--- config.mk ---
export PLATFORM = sky130hd
export DESIGN_NAME = multi_timer_table
export DESIGN_NICKNAME = d
export VERILOG_FILES = /design/src/rtl/mtt_pkg.sv /design/src/rtl/mtt_ram.sv /design/src/rtl/mtt_ctrl.sv /design/src/rtl/mtt_datapath.sv /design/src/rtl/multi_timer_table.sv
export SDC_FILE = /design/constraint.sdc
export NUM_CORES = 2
export LEC_CHECK = 0
export BUFFER_PORTS_ARGS = -buffer_cell sky130_fd_sc_hd__buf_2
export CAP_MARGIN = 40
export CORE_MARGIN = 4
export CORE_UTILIZATION = 40
export CTS_BUF_LIST = sky130_fd_sc_hd__clkbuf_8
export CTS_CLUSTER_SIZE = 30
export DETAILED_ROUTE_END_ITERATION = 8
export PLACE_DENSITY = 0.59
export SYNTH_ARGS = -nofsm -noshare
export SYNTH_HDL_FRONTEND = slang
export SYNTH_SLANG_ARGS = --single-unit
--- constraint.sdc ---
create_clock -name clock -period 7.97 [get_ports clock]
set_input_delay 1.594 -clock clock [delete_from_list [all_inputs] [get_ports clock]]
set_output_delay 1.594 -clock clock [all_outputs]
set_load 0.03 [all_outputs]
--- src/rtl/mtt_pkg.sv ---
package mtt_pkg;

   // Fixed field widths of the item ports.
   localparam int KIND_W   = 3;
   localparam int HANDLE_W = 5;
   localparam int STATUS_W = 2;
   localparam int FIELD_W  = 32;

   // At most this many expiries are reported for one tick.
   localparam int MAX_RESULTS = 16;
   // The report counter holds 0 up to MAX_RESULTS.
   localparam int CNT_W = $clog2(MAX_RESULTS + 1);

   // Command kinds.
   localparam logic [KIND_W-1:0] KIND_TICK    = 3'd0;
   localparam logic [KIND_W-1:0] KIND_SET     = 3'd1;
   localparam logic [KIND_W-1:0] KIND_CLEAR   = 3'd2;
   localparam logic [KIND_W-1:0] KIND_PAUSE   = 3'd3;
   localparam logic [KIND_W-1:0] KIND_UNPAUSE = 3'd4;
   localparam logic [KIND_W-1:0] KIND_QUERY   = 3'd5;

   // Result status codes.
   localparam logic [STATUS_W-1:0] STATUS_OK         = 2'd0;
   localparam logic [STATUS_W-1:0] STATUS_BAD_HANDLE = 2'd1;
   localparam logic [STATUS_W-1:0] STATUS_REJECTED   = 2'd2;

   // Which result the datapath loads into the output register on an emit.
   typedef enum logic [1:0] {
      RSEL_TICK_END = 2'd0,
      RSEL_SET_OK   = 2'd1,
      RSEL_SET_REJ  = 2'd2,
      RSEL_HANDLE   = 2'd3
   } rsel_type;

   // Commands from the controller to the datapath.
   typedef struct packed {
      logic     load;     // capture the accepted item
      logic     idx_clr;  // restart the slot scan
      logic     idx_inc;  // advance the slot scan
      logic     rd;       // read the slot RAMs at the scan index
      logic     sub;      // subtract the elapsed time
      logic     upd;      // write back, fire and reload or free
      logic     set_wr;   // load a new timer into the scan slot
      logic     hop;      // clear, pause or unpause the addressed slot
      logic     emit;     // load a final result into the output register
      rsel_type sel;
   } cmd_type;

   // Status from the datapath to the controller.
   typedef struct packed {
      logic [KIND_W-1:0] kind;
      logic              idx_last;
      logic              slot_live;
      logic              slot_free;
      logic              rate_zero;
      logic              need_out;
      logic              out_free;
   } stat_type;

endpackage

--- src/rtl/mtt_ram.sv ---
module mtt_ram #(
   parameter int WIDTH  = 32,
   parameter int DEPTH  = 16,
   parameter int ADDR_W = (DEPTH > 1) ? $clog2(DEPTH) : 1
) (
   input  logic              clock,
   input  logic              wr_en,
   input  logic [ADDR_W-1:0] wr_addr,
   input  logic [WIDTH-1:0]  wr_data,
   input  logic              rd_en,
   input  logic [ADDR_W-1:0] rd_addr,
   output logic [WIDTH-1:0]  rd_data
);

   logic [WIDTH-1:0] mem_ff [DEPTH];
   logic [WIDTH-1:0] rd_data_ff;

   always_ff @(posedge clock) begin
      if (wr_en) begin
         mem_ff[wr_addr] <= wr_data;
      end
      if (rd_en) begin
         rd_data_ff <= mem_ff[rd_addr];
      end
   end

   assign rd_data = rd_data_ff;

endmodule

--- src/rtl/mtt_ctrl.sv ---
module mtt_ctrl (
   input  logic              clock,
   input  logic              reset,
   input  logic              req_valid,
   output logic              req_stall,
   input  mtt_pkg::stat_type stat,
   output mtt_pkg::cmd_type  cmd
);

   import mtt_pkg::*;

   typedef enum logic [8:0] {
      S_IDLE   = 9'b000000001,
      S_DECODE = 9'b000000010,
      S_TSCAN  = 9'b000000100,
      S_TSUB   = 9'b000001000,
      S_TUPD   = 9'b000010000,
      S_TEND   = 9'b000100000,
      S_SSCAN  = 9'b001000000,
      S_SREJ   = 9'b010000000,
      S_HOP    = 9'b100000000
   } state_type;

   state_type state_ff;
   state_type state_in;

   always_comb begin
      cmd      = '0;
      cmd.sel  = RSEL_TICK_END;
      state_in = state_ff;
      case (state_ff)
         S_IDLE: begin
            if (req_valid) begin
               cmd.load    = 1'b1;
               cmd.idx_clr = 1'b1;
               state_in    = S_DECODE;
            end
         end
         S_DECODE: begin
            case (stat.kind)
               KIND_TICK: state_in = S_TSCAN;
               KIND_SET:  state_in = stat.rate_zero ? S_SREJ : S_SSCAN;
               default:   state_in = S_HOP;
            endcase
         end
         S_TSCAN: begin
            if (stat.slot_live) begin
               cmd.rd   = 1'b1;
               state_in = S_TSUB;
            end else if (stat.idx_last) begin
               state_in = S_TEND;
            end else begin
               cmd.idx_inc = 1'b1;
            end
         end
         S_TSUB: begin
            cmd.sub  = 1'b1;
            state_in = S_TUPD;
         end
         S_TUPD: begin
            // Hold while an earlier expiry still has to leave through a full output.
            if (!(stat.need_out && !stat.out_free)) begin
               cmd.upd = 1'b1;
               if (stat.idx_last) begin
                  state_in = S_TEND;
               end else begin
                  cmd.idx_inc = 1'b1;
                  state_in    = S_TSCAN;
               end
            end
         end
         S_TEND: begin
            if (stat.out_free) begin
               cmd.emit = 1'b1;
               cmd.sel  = RSEL_TICK_END;
               state_in = S_IDLE;
            end
         end
         S_SSCAN: begin
            if (stat.slot_free) begin
               if (stat.out_free) begin
                  cmd.set_wr = 1'b1;
                  cmd.emit   = 1'b1;
                  cmd.sel    = RSEL_SET_OK;
                  state_in   = S_IDLE;
               end
            end else if (stat.idx_last) begin
               state_in = S_SREJ;
            end else begin
               cmd.idx_inc = 1'b1;
            end
         end
         S_SREJ: begin
            if (stat.out_free) begin
               cmd.emit = 1'b1;
               cmd.sel  = RSEL_SET_REJ;
               state_in = S_IDLE;
            end
         end
         S_HOP: begin
            if (stat.out_free) begin
               cmd.hop  = 1'b1;
               cmd.emit = 1'b1;
               cmd.sel  = RSEL_HANDLE;
               state_in = S_IDLE;
            end
         end
         default: begin
            state_in = S_IDLE;
         end
      endcase
   end

   always_ff @(posedge clock) begin
      if (reset) begin
         state_ff <= S_IDLE;
      end else begin
         state_ff <= state_in;
      end
   end

   assign req_stall = (state_ff != S_IDLE);

endmodule

--- src/rtl/mtt_datapath.sv ---
module mtt_datapath #(
   parameter int NUM_TIMERS = 16,
   parameter int TIME_BITS  = 32
) (
   input  logic                           clock,
   input  logic                           reset,
   input  mtt_pkg::cmd_type               cmd,
   output mtt_pkg::stat_type              stat,
   input  logic [mtt_pkg::KIND_W-1:0]     req_kind,
   input  logic [mtt_pkg::HANDLE_W-1:0]   req_handle,
   input  logic [mtt_pkg::FIELD_W-1:0]    req_rate,
   input  logic                           req_repeat_req,
   input  logic [mtt_pkg::FIELD_W-1:0]    req_delta,
   input  logic                           rsp_stall,
   output logic                           rsp_valid,
   output logic [mtt_pkg::HANDLE_W-1:0]   rsp_result_handle,
   output logic                           rsp_fired,
   output logic [mtt_pkg::STATUS_W-1:0]   rsp_status,
   output logic                           rsp_is_paused,
   output logic                           rsp_is_active,
   output logic                           rsp_last
);

   import mtt_pkg::*;

   localparam int IDX_W = (NUM_TIMERS > 1) ? $clog2(NUM_TIMERS) : 1;
   localparam int REM_W = TIME_BITS + 2;
   localparam logic signed [REM_W:0]   FLOOR_WIDE = {2'b11, {(REM_W - 1){1'b0}}};
   localparam logic signed [REM_W-1:0] FLOOR      = {1'b1, {(REM_W - 1){1'b0}}};

   // Captured item.
   logic [KIND_W-1:0]    kind_ff, kind_in;
   logic [HANDLE_W-1:0]  handle_ff, handle_in;
   logic [TIME_BITS-1:0] rate_ff, rate_in;
   logic                 rep_ff, rep_in;
   logic [TIME_BITS-1:0] delta_ff, delta_in;

   // Scan and slot flags.
   logic [IDX_W-1:0]      idx_ff, idx_in;
   logic [NUM_TIMERS-1:0] used_ff, used_in;
   logic [NUM_TIMERS-1:0] paused_ff, paused_in;
   logic [NUM_TIMERS-1:0] loop_ff, loop_in;

   // Tick arithmetic and expiry reporting.
   logic signed [REM_W-1:0] r_ff, r_in;
   logic                    pend_ff, pend_in;
   logic [HANDLE_W-1:0]     pend_hnd_ff, pend_hnd_in;
   logic [CNT_W-1:0]        cnt_ff, cnt_in;

   // Output register.
   logic                rsp_valid_ff, rsp_valid_in;
   logic [HANDLE_W-1:0] out_handle_ff, out_handle_in;
   logic                out_fired_ff, out_fired_in;
   logic [STATUS_W-1:0] out_status_ff, out_status_in;
   logic                out_paused_ff, out_paused_in;
   logic                out_active_ff, out_active_in;
   logic                out_last_ff, out_last_in;

   logic [TIME_BITS+FIELD_W-1:0] rate_ext;
   logic [TIME_BITS+FIELD_W-1:0] delta_ext;
   logic [HANDLE_W-1:0]          h_m1;
   logic [IDX_W+HANDLE_W-1:0]    h_ext;
   logic [IDX_W-1:0]             hidx;
   logic                         h_ok;
   logic                         found;
   logic [IDX_W+HANDLE_W-1:0]    idx_p1;
   logic [HANDLE_W-1:0]          idx_hnd;
   logic [TIME_BITS-1:0]         per_rd;
   logic [REM_W-1:0]             rem_rd;
   logic signed [REM_W:0]        diff;
   logic signed [REM_W-1:0]      reload;
   logic signed [REM_W-1:0]      rem_upd;
   logic                         fire;
   logic                         report;
   logic                         need_out;
   logic                         out_load;
   logic                         rem_wr_en;
   logic [REM_W-1:0]             rem_wr_data;

   assign rate_ext  = {{TIME_BITS{1'b0}}, req_rate};
   assign delta_ext = {{TIME_BITS{1'b0}}, req_delta};

   // Handle decode: a handle is the slot number plus one.
   assign h_m1  = handle_ff - 5'd1;
   assign h_ext = {{IDX_W{1'b0}}, h_m1};
   assign hidx  = h_ext[IDX_W-1:0];
   assign h_ok  = (handle_ff != '0) && (32'(handle_ff) <= NUM_TIMERS);
   assign found = h_ok && used_ff[hidx];

   assign idx_p1  = {{HANDLE_W{1'b0}}, idx_ff} + (IDX_W + HANDLE_W)'(1);
   assign idx_hnd = idx_p1[HANDLE_W-1:0];

   mtt_ram #(
      .WIDTH (TIME_BITS),
      .DEPTH (NUM_TIMERS)
   ) u_period_ram (
      .clock   (clock),
      .wr_en   (cmd.set_wr),
      .wr_addr (idx_ff),
      .wr_data (rate_ff),
      .rd_en   (cmd.rd),
      .rd_addr (idx_ff),
      .rd_data (per_rd)
   );

   mtt_ram #(
      .WIDTH (REM_W),
      .DEPTH (NUM_TIMERS)
   ) u_remain_ram (
      .clock   (clock),
      .wr_en   (rem_wr_en),
      .wr_addr (idx_ff),
      .wr_data (rem_wr_data),
      .rd_en   (cmd.rd),
      .rd_addr (idx_ff),
      .rd_data (rem_rd)
   );

   // Subtract with saturation at the floor of the signed count.
   always_comb begin
      diff = $signed({rem_rd[REM_W-1], rem_rd}) - $signed({3'b000, delta_ff});
      if (diff < FLOOR_WIDE) begin
         r_in = FLOOR;
      end else begin
         r_in = diff[REM_W-1:0];
      end
      if (!cmd.sub) begin
         r_in = r_ff;
      end
   end

   assign fire     = r_ff[REM_W-1] || (r_ff == '0);
   assign reload   = r_ff + $signed({2'b00, per_rd});
   assign rem_upd  = (fire && loop_ff[idx_ff]) ? reload : r_ff;
   assign report   = (cnt_ff < CNT_W'(MAX_RESULTS));
   assign need_out = fire && report && pend_ff;

   assign rem_wr_en   = cmd.set_wr || cmd.upd;
   assign rem_wr_data = cmd.set_wr ? {2'b00, rate_ff} : rem_upd;

   assign out_load = (cmd.upd && need_out) || cmd.emit;

   always_comb begin
      kind_in   = kind_ff;
      handle_in = handle_ff;
      rate_in   = rate_ff;
      rep_in    = rep_ff;
      delta_in  = delta_ff;
      if (cmd.load) begin
         kind_in   = req_kind;
         handle_in = req_handle;
         rate_in   = rate_ext[TIME_BITS-1:0];
         rep_in    = req_repeat_req;
         delta_in  = delta_ext[TIME_BITS-1:0];
      end

      idx_in = idx_ff;
      if (cmd.idx_clr) begin
         idx_in = '0;
      end else if (cmd.idx_inc) begin
         idx_in = idx_ff + IDX_W'(1);
      end

      used_in   = used_ff;
      paused_in = paused_ff;
      loop_in   = loop_ff;
      if (cmd.set_wr) begin
         used_in[idx_ff]   = 1'b1;
         paused_in[idx_ff] = 1'b0;
         loop_in[idx_ff]   = rep_ff;
      end
      if (cmd.upd && fire && !loop_ff[idx_ff]) begin
         used_in[idx_ff] = 1'b0;
      end
      if (cmd.hop && found) begin
         case (kind_ff)
            KIND_CLEAR:   used_in[hidx]   = 1'b0;
            KIND_PAUSE:   paused_in[hidx] = 1'b1;
            KIND_UNPAUSE: paused_in[hidx] = 1'b0;
            default:      ;
         endcase
      end

      // The newest reportable expiry waits in pend until the next one or the
      // end of the scan shows whether it is the last result.
      pend_in     = pend_ff;
      pend_hnd_in = pend_hnd_ff;
      cnt_in      = cnt_ff;
      if (cmd.load) begin
         pend_in = 1'b0;
         cnt_in  = '0;
      end else if (cmd.upd && fire && report) begin
         pend_in     = 1'b1;
         pend_hnd_in = idx_hnd;
         cnt_in      = cnt_ff + CNT_W'(1);
      end else if (cmd.emit && (cmd.sel == RSEL_TICK_END)) begin
         pend_in = 1'b0;
      end
   end

   always_comb begin
      out_handle_in = out_handle_ff;
      out_fired_in  = out_fired_ff;
      out_status_in = out_status_ff;
      out_paused_in = out_paused_ff;
      out_active_in = out_active_ff;
      out_last_in   = out_last_ff;
      if (out_load) begin
         out_handle_in = '0;
         out_fired_in  = 1'b0;
         out_status_in = STATUS_OK;
         out_paused_in = 1'b0;
         out_active_in = 1'b0;
         out_last_in   = 1'b1;
         if (!cmd.emit) begin
            out_handle_in = pend_hnd_ff;
            out_fired_in  = 1'b1;
            out_last_in   = 1'b0;
         end else begin
            case (cmd.sel)
               RSEL_TICK_END: begin
                  out_handle_in = pend_ff ? pend_hnd_ff : '0;
                  out_fired_in  = pend_ff;
               end
               RSEL_SET_OK: begin
                  out_handle_in = idx_hnd;
               end
               RSEL_SET_REJ: begin
                  out_status_in = STATUS_REJECTED;
               end
               RSEL_HANDLE: begin
                  out_handle_in = handle_ff;
                  if ((kind_ff == KIND_CLEAR) || (kind_ff == KIND_PAUSE) ||
                      (kind_ff == KIND_UNPAUSE) || (kind_ff == KIND_QUERY)) begin
                     out_status_in = found ? STATUS_OK : STATUS_BAD_HANDLE;
                  end
                  if (kind_ff == KIND_QUERY) begin
                     out_paused_in = found && paused_ff[hidx];
                     out_active_in = found && !paused_ff[hidx];
                  end
               end
               default: ;
            endcase
         end
      end

      if (out_load) begin
         rsp_valid_in = 1'b1;
      end else if (rsp_stall) begin
         rsp_valid_in = rsp_valid_ff;
      end else begin
         rsp_valid_in = 1'b0;
      end
   end

   always_ff @(posedge clock) begin
      if (reset) begin
         used_ff      <= '0;
         paused_ff    <= '0;
         loop_ff      <= '0;
         idx_ff       <= '0;
         pend_ff      <= 1'b0;
         cnt_ff       <= '0;
         rsp_valid_ff <= 1'b0;
      end else begin
         used_ff      <= used_in;
         paused_ff    <= paused_in;
         loop_ff      <= loop_in;
         idx_ff       <= idx_in;
         pend_ff      <= pend_in;
         cnt_ff       <= cnt_in;
         rsp_valid_ff <= rsp_valid_in;
      end
   end

   always_ff @(posedge clock) begin
      kind_ff       <= kind_in;
      handle_ff     <= handle_in;
      rate_ff       <= rate_in;
      rep_ff        <= rep_in;
      delta_ff      <= delta_in;
      r_ff          <= r_in;
      pend_hnd_ff   <= pend_hnd_in;
      out_handle_ff <= out_handle_in;
      out_fired_ff  <= out_fired_in;
      out_status_ff <= out_status_in;
      out_paused_ff <= out_paused_in;
      out_active_ff <= out_active_in;
      out_last_ff   <= out_last_in;
   end

   assign stat.kind      = kind_ff;
   assign stat.idx_last  = (idx_ff == IDX_W'(NUM_TIMERS - 1));
   assign stat.slot_live = used_ff[idx_ff] && !paused_ff[idx_ff];
   assign stat.slot_free = !used_ff[idx_ff];
   assign stat.rate_zero = (rate_ff == '0);
   assign stat.need_out  = need_out;
   assign stat.out_free  = !rsp_valid_ff || !rsp_stall;

   assign rsp_valid         = rsp_valid_ff;
   assign rsp_result_handle = out_handle_ff;
   assign rsp_fired         = out_fired_ff;
   assign rsp_status        = out_status_ff;
   assign rsp_is_paused     = out_paused_ff;
   assign rsp_is_active     = out_active_ff;
   assign rsp_last          = out_last_ff;

endmodule

--- src/rtl/multi_timer_table.sv ---
// Table of NUM_TIMERS periodic or one-shot timers, driven one command item at a
// time. A tick item walks every slot in order through a single read port of the
// period and remaining-count RAMs: a running slot is read, has the elapsed time
// subtracted and is written back, and a free or paused slot is skipped; the scan
// can wait while the result channel is stalled. A set item scans for the lowest
// free slot, or through the whole table when it is full. One item is worked on
// at a time and req_stall is high while it is in progress; results leave through
// an output register, so the next item can be accepted while the final result of
// the previous one still waits on rsp_stall. A tick reports up to sixteen
// expiries in slot order, the last one marked with rsp_last; every expired slot
// is updated even when it is not reported. Handles are slot numbers plus one,
// and handle 0 is never valid.
module multi_timer_table #(
   parameter int NUM_TIMERS = 16,
   parameter int TIME_BITS  = 32
) (
   input  logic                         clock,
   input  logic                         reset,
   input  logic                         req_valid,
   output logic                         req_stall,
   input  logic [mtt_pkg::KIND_W-1:0]   req_kind,
   input  logic [mtt_pkg::HANDLE_W-1:0] req_handle,
   input  logic [mtt_pkg::FIELD_W-1:0]  req_rate,
   input  logic                         req_repeat_req,
   input  logic [mtt_pkg::FIELD_W-1:0]  req_delta,
   output logic                         rsp_valid,
   input  logic                         rsp_stall,
   output logic [mtt_pkg::HANDLE_W-1:0] rsp_result_handle,
   output logic                         rsp_fired,
   output logic [mtt_pkg::STATUS_W-1:0] rsp_status,
   output logic                         rsp_is_paused,
   output logic                         rsp_is_active,
   output logic                         rsp_last
);

   import mtt_pkg::*;

   // The controller sequences the slot scan; the datapath holds the slot
   // flags, both RAMs, the tick arithmetic and the output register.
   cmd_type  cmd;
   stat_type stat;

   mtt_ctrl u_ctrl (
      .clock     (clock),
      .reset     (reset),
      .req_valid (req_valid),
      .req_stall (req_stall),
      .stat      (stat),
      .cmd       (cmd)
   );

   mtt_datapath #(
      .NUM_TIMERS (NUM_TIMERS),
      .TIME_BITS  (TIME_BITS)
   ) u_datapath (
      .clock             (clock),
      .reset             (reset),
      .cmd               (cmd),
      .stat              (stat),
      .req_kind          (req_kind),
      .req_handle        (req_handle),
      .req_rate          (req_rate),
      .req_repeat_req    (req_repeat_req),
      .req_delta         (req_delta),
      .rsp_stall         (rsp_stall),
      .rsp_valid         (rsp_valid),
      .rsp_result_handle (rsp_result_handle),
      .rsp_fired         (rsp_fired),
      .rsp_status        (rsp_status),
      .rsp_is_paused     (rsp_is_paused),
      .rsp_is_active     (rsp_is_active),
      .rsp_last          (rsp_last)
   );

endmodule
# ---- After elaboration in Yosys (flattened, before gate mapping)
# Memories as Yosys holds them, arrays and structs flattened. A register that Yosys moved wholly into a read port is not among the register bits.
# Cells that the tools add are included.
dict set report totals {
  regBits 191
  ramBits 1056
  in_bits 77
  out_inout_bits 13
  word_cells 184
  n_memories 2
}
# name words width rd rd_clocked_by_memory_dff write_ports line
set mem_list {}
lappend mem_list {u_datapath.u_remain_ram.mem_ff 16 34 1 1 1 mtt_ram.sv:15} ;# logic [WIDTH-1:0] mem_ff [DEPTH];
lappend mem_list {u_datapath.u_period_ram.mem_ff 16 32 1 1 1 mtt_ram.sv:15}
dict set report classes {
  addsub 6
  order_cmp 7
  n_eq_ne 24
  muxes 73
  bitwise 9
  n_reduce_logical 42
}
# op count
set op_table {}
lappend op_table {{$mux 16} 6}
lappend op_table {{$mux 34} 2}
lappend op_table {{$and 16x16->16} 4}
lappend op_table {{$mux 9} 7}
lappend op_table {{$pmux 9 s7} 1}
lappend op_table {{$lt 35x34->1 const B} 1}
lappend op_table {{$sub 34x33->35} 1}
lappend op_table {{$add 34x33->34} 1}
lappend op_table {{$logic_not 34->1} 1}
lappend op_table {{$logic_not 32->1} 1}
lappend op_table {{$not 16->16} 2}
lappend op_table {{$or 16x16->16} 2}
lappend op_table {{$pmux 16 s2} 1}
lappend op_table {{$mux 1} 31}
lappend op_table {{$bmux 1 s4} 5}
lappend op_table {{$pmux 9 s2} 1}
lappend op_table {{$logic_and 1x1->1} 17}
lappend op_table {{$bwmux 16} 1}
lappend op_table {{$pmux 5 s3} 1}
lappend op_table {{$mux 3} 4}
lappend op_table {{$pmux 3 s4} 1}
lappend op_table {{$lt 4x5->1 const B} 2}
lappend op_table {{$mux 5} 2}
lappend op_table {{$eq 9x1->1 const B} 1}
lappend op_table {{44 further kinds} 65}

# ---- Longest topological paths before layout
dict set report depth {
  word_depth 13
  ltp_mapped 13
}

# ---- Hierarchy
# A second synthesis with hierarchy kept.
dict set report hier_totals {
  hier_cells 3035
  area_unflattened_um2 54055.6
}
# module n_inst cells_per_inst area_each_um2 seq_area_each_um2
set modules_own_cells {}
lappend modules_own_cells {{mtt_ram (u_datapath.u_remain_ram)} 1 888 21416.8 17356.6}
lappend modules_own_cells {{mtt_ram (u_datapath.u_period_ram)} 1 838 20155.6 16335.7}
lappend modules_own_cells {mtt_datapath 1 1207 11698.7 4874.7}
lappend modules_own_cells {mtt_ctrl 1 102 784.5 180.2}

# ---- Worst setup path before layout
# Ideal clock, no wire load.
dict set report synth_path {
  path_type {register -> register}
  start {reg u_datapath.idx_ff[0]}
  end {reg u_datapath.u_period_ram.rd_data_ff[0], in the netlist u_datapath.u_period_ram.rd_data[0], read port of u_datapath.u_period_ram.mem_ff, enable pin}
  setup_time_ps 572
  arrival_time_ps 6228
  required_ps 7398
  path_slack_ps 1170
  path_stages_with_launch 6
  path_buffers 1
  period_less_slack_ps 6800
  path_cell_list {dfxtp_1 -> buf_6 -> mux4_2 -> mux4_2 -> nand2b_1 -> nor3_1}
}
# item line
set synth_lines {}
lappend synth_lines {{start, declared} mtt_datapath.sv:39} ;# logic [IDX_W-1:0] idx_ff, idx_in;
lappend synth_lines {{start signal, assigned} mtt_datapath.sv:269} ;# idx_ff <= idx_in;
lappend synth_lines {{end, declared} mtt_ram.sv:16} ;# logic [WIDTH-1:0] rd_data_ff;

# ---- Worst setup path in the final report
dict set report layout_path {
  start {reg u_datapath.u_remain_ram.rd_data_ff[18], in the netlist u_datapath.u_remain_ram.rd_data[18], read port of u_datapath.u_remain_ram.mem_ff}
  end {reg u_datapath.r_ff[6], data pin}
}
dict set report layout_between {
  elab_chain_len 2
}
# item line
set layout_lines {}
lappend layout_lines {{start, declared} mtt_ram.sv:16}
lappend layout_lines {{$sub 34x33->35} mtt_datapath.sv:121} ;# diff = $signed({rem_rd[REM_W-1], rem_rd}) - $signed({3'b000, delta_ff});
lappend layout_lines {{$lt 35x34->1} mtt_datapath.sv:122} ;# if (diff < FLOOR_WIDE) begin
lappend layout_lines {{end signal, assigned} mtt_datapath.sv:282} ;# r_ff <= r_in;
lappend layout_lines {{end, declared} mtt_datapath.sv:45} ;# logic signed [REM_W-1:0] r_ff, r_in;
# Every way passes these cells.
# A chain may end at the register's enable or synchronous reset.

==> flow_metrics.env <==
export IMPL_r2r_cells=10
export IMPL_synthToLayoutAreaGrowth_pct=14.1
export IMPL_ys_warn_count=0
export IMPL_portBuffers=89
export IMPL_drtAntennaViolNets=0
export IMPL_gp_congestion=0.878
export IMPL_syn_inst=2915
export IMPL_crit_fanout=18
export IMPL_final_seq_area_um2=38800
export IMPL_hold_buffers=0
export IMPL_drc=0
export IMPL_rsz0062_at_grt="false"
export IMPL_max_freq_mhz=226
export IMPL_slew_headroom_pct=28.1
export IMPL_clock_sinks=1313
export IMPL_wl_per_cell_um=27.8
export IMPL_combPwrFrac_pct=3.5
export IMPL_vias=29800
export IMPL_root_buffer="clkbuf_8"
export IMPL_postCtsSetupBuffers=0
export IMPL_tightest_slew_ps=1080
export IMPL_stdcell_area_um2=62000
export IMPL_initialDrtViolationCount=3194
export IMPL_die_h_um=376
export IMPL_clkPwrFrac_pct=40.7
export IMPL_worstReg2RegEnd="u_datapath.r_ff[6]"
export IMPL_setup_viol=0
export IMPL_multiInputGateArea_um2=14900
export IMPL_start_util_pct=40.5
export IMPL_synthTopCellsByCount="edfxtp_1, mux4_2, nand2_1"
export IMPL_syn_area_per_cell_um2=18.6
export IMPL_p_leak_nw=19.8
export IMPL_power_density_nw_per_um2=224
export IMPL_async_reset_ff_share_pct=0
export IMPL_cts_buffers=215
export IMPL_crit_type="reg2reg"
export IMPL_synth_fp_nets=3068
export IMPL_yosys_area_top_type="edfxtp_1"
export IMPL_critical_path_endpoint_type="register"
export IMPL_cp_arrival_ps=5030
export IMPL_first_pass_iters=8
export IMPL_die_area_um2=142000
export IMPL_h_tree_depth=4
export IMPL_grt_pass1_wl_mm=208
export IMPL_netlist_area_leader_share_pct=68.8
export IMPL_fin_nets=3345
export IMPL_p_int_mw=10.7
export IMPL_drv_slew=0
export IMPL_hold_end="u_datapath.loop_ff[5]"
export IMPL_die_w_um=376
export IMPL_yosysMostFrequentCell="edfxtp_1"
export IMPL_clock_latency_ps=920
export IMPL_core_region_area_um2=134000
export IMPL_drv_cap=0
export IMPL_finClkSkew_ps=68.8
export IMPL_cts_tree="built"
export IMPL_hp_start="u_datapath.loop_ff[5]"
export IMPL_grt_overflow=0
export IMPL_cts_resized=0
export IMPL_clk_pin_slew_ps=60
export IMPL_finalCriticalPeriod_ps=4420
export IMPL_p_sw_mw=3.17
export IMPL_synth_edf_count=1245
export IMPL_ys_ff_latch=1313
export IMPL_io_pins=90
export IMPL_antenna_found_initial=4
export IMPL_cts_buffer_depth=3
export IMPL_dpl_cell_area_um2=57800
export IMPL_outcome="finished clean"
export IMPL_hold_violations=0
export IMPL_required_ps=8580
export IMPL_row_count=134
export IMPL_fin_crit_sh_pct=55.4
export IMPL_grt_pass1_vias=30400
export IMPL_power_switching_share_pct=22.8
export IMPL_r2r_slack_ps=3550
export IMPL_grt_max_degree=54
export IMPL_startpoint_type="register"
export IMPL_drive_gt1_share_pct=26.8
export IMPL_holdPathStages=2
export IMPL_r2r_start="u_datapath.u_remain_ram.rd_data[18]"
export IMPL_synth_flop_cell="edfxtp_1"
export IMPL_ys_top_cells_by_area="edfxtp_1, mux4_2, dfxtp_1"
export IMPL_ir_drop_v=0.000148
export IMPL_n_fill_cell=11300
export IMPL_seq_power_share_pct=55.8
export IMPL_hp_class="reg2reg"
export IMPL_synth_cell_type_count=78
export IMPL_viasPerCell=5.79
export IMPL_grt_use_total_pct=20.1
export IMPL_syn_area_um2=54300
export IMPL_routed_wl_mm=143
export IMPL_setup_tns_ps=0
export IMPL_hpwl_mm=88.1
export IMPL_yosysSeqAreaShare_pct=71.4
==> state kept, by name, summed over array words and instances, names as in the netlist, 9 cells and up <==
| register | cells |
|---|---|
| u_datapath.r_ff | 34 |
| u_datapath.u_period_ram.rd_data | 32 |
| u_datapath.used_ff | 16 |
| u_datapath.u_period_ram.mem_ff | 512 |
| u_datapath.paused_ff | 16 |
| u_datapath.rate_ff | 32 |
| u_datapath.delta_ff | 32 |
| u_datapath.loop_ff | 16 |
| u_datapath.u_remain_ram.rd_data | 34 |
| u_datapath.u_remain_ram.mem_ff | 544 |
| u_ctrl.state_ff | 9 |
==> final cells by class <==
cell class | instances | share of cell area [%]
antenna | 2 | 0.00808
clock buffer | 217 | 4.82
clock inverter | 187 | 1.91
inverter | 70 | 0.424
multi-input combinational | 1384 | 24.0
sequential | 1313 | 62.6
tap | 1768 | 3.57
timing repair buffer | 208 | 2.74
==> worst max-delay path, stage by stage, from the launching register on <==
cell      delay [ps]
edfxtp_1         500
ha_1             430
a21oi_1          180
o21ai_0           90
a21oi_1          560
o21ai_0          470
a32o_1           350
o31ai_1          590
nor3_4            80
buf_4            270
nor4_1           560
==> power by group through the flow <==
stage          Clock (mW)  Combinational [mW]  Sequential (mW)
2_1_floorplan           0               0.272             7.86
3_3_place_gp            0               0.474             7.88
3_5_place_dp            0               0.487             7.89
4_1_cts              5.81               0.487             7.75
5_1_grt              6.16               0.530             7.75
6_report             5.65               0.484             7.75
==> logic make-up (layout without fill, tap and decap cells) <==
group | after synthesis | count (layout) | share of synthesized area, %
flops | 1313 | 1313 | 71.4
simple gates | 510 | 510 | 4.85
compound gates | 386 | 386 | 4.73
mux | 363 | 363 | 14.8
buf+inv | 218 | 682 | 1.65
fa+ha+maj | 76 | 76 | 1.78
xor+xnor | 49 | 49 | 0.790
other cells | 0 | 2 | 0
==> layout by cell type, fill, tap and decap left out, types with 26 or more instances in the layout <==
cell type and count:
inv_1 148, xnor2_1 31, a21oi_1 102, ha_1 74
nor2_4 33, a21o_1 39, buf_4 94, nand3_1 52
mux4_2 354, o21ai_0 71, clkinv_1 55, a31oi_1 31
edfxtp_1 1245, clkinv_2 26, nand2_1 131, buf_2 91
clkbuf_8 217, dfxtp_1 64, nor2_1 89
==> through the flow <==
stage	cells	setup WS (ps)	utilization (%)	power (mW)	hold WS, ps
after floorplan	2915	1170	-	8.13	451
after global placement	4704	2860	42.6	8.36	461
after detailed placement	4740	3360	43.1	8.38	467
after CTS	5144	3510	46.2	14.0	480
after global routing	5149	3370	46.2	14.4	504
final	5149	3550	46.2	13.9	483
==> routing by layer <==
layer	wire, µm	global-route usage (%)	up-vias	part of all wire (%)
li1	-	-	12600	-
met1	60700	28.0	15700	42
met2	68500	32.2	1295	48
met3	10400	4.13	244	7.3
met4	3400	6.13	2	2.4
met5	9	0	-	0.0063
==> worst max path at each step <==
stage                                   startpoint                                      to  slack [ps]
2_1_floorplan                 u_datapath.idx_ff[0]      u_datapath.u_period_ram.rd_data[0]        1170
3_3_place_gp                  u_datapath.idx_ff[0]  u_datapath.u_remain_ram.mem_ff[15][30]        2860
3_5_place_dp                             rsp_stall   u_datapath.u_remain_ram.mem_ff[1][30]        3360
4_1_cts                       u_datapath.idx_ff[0]     u_datapath.u_remain_ram.rd_data[10]        3510
5_1_grt                       u_datapath.idx_ff[0]     u_datapath.u_remain_ram.rd_data[10]        3370
6_report       u_datapath.u_remain_ram.rd_data[18]                      u_datapath.r_ff[6]        3550
No activity file was read; power rests on OpenSTA's default activity.
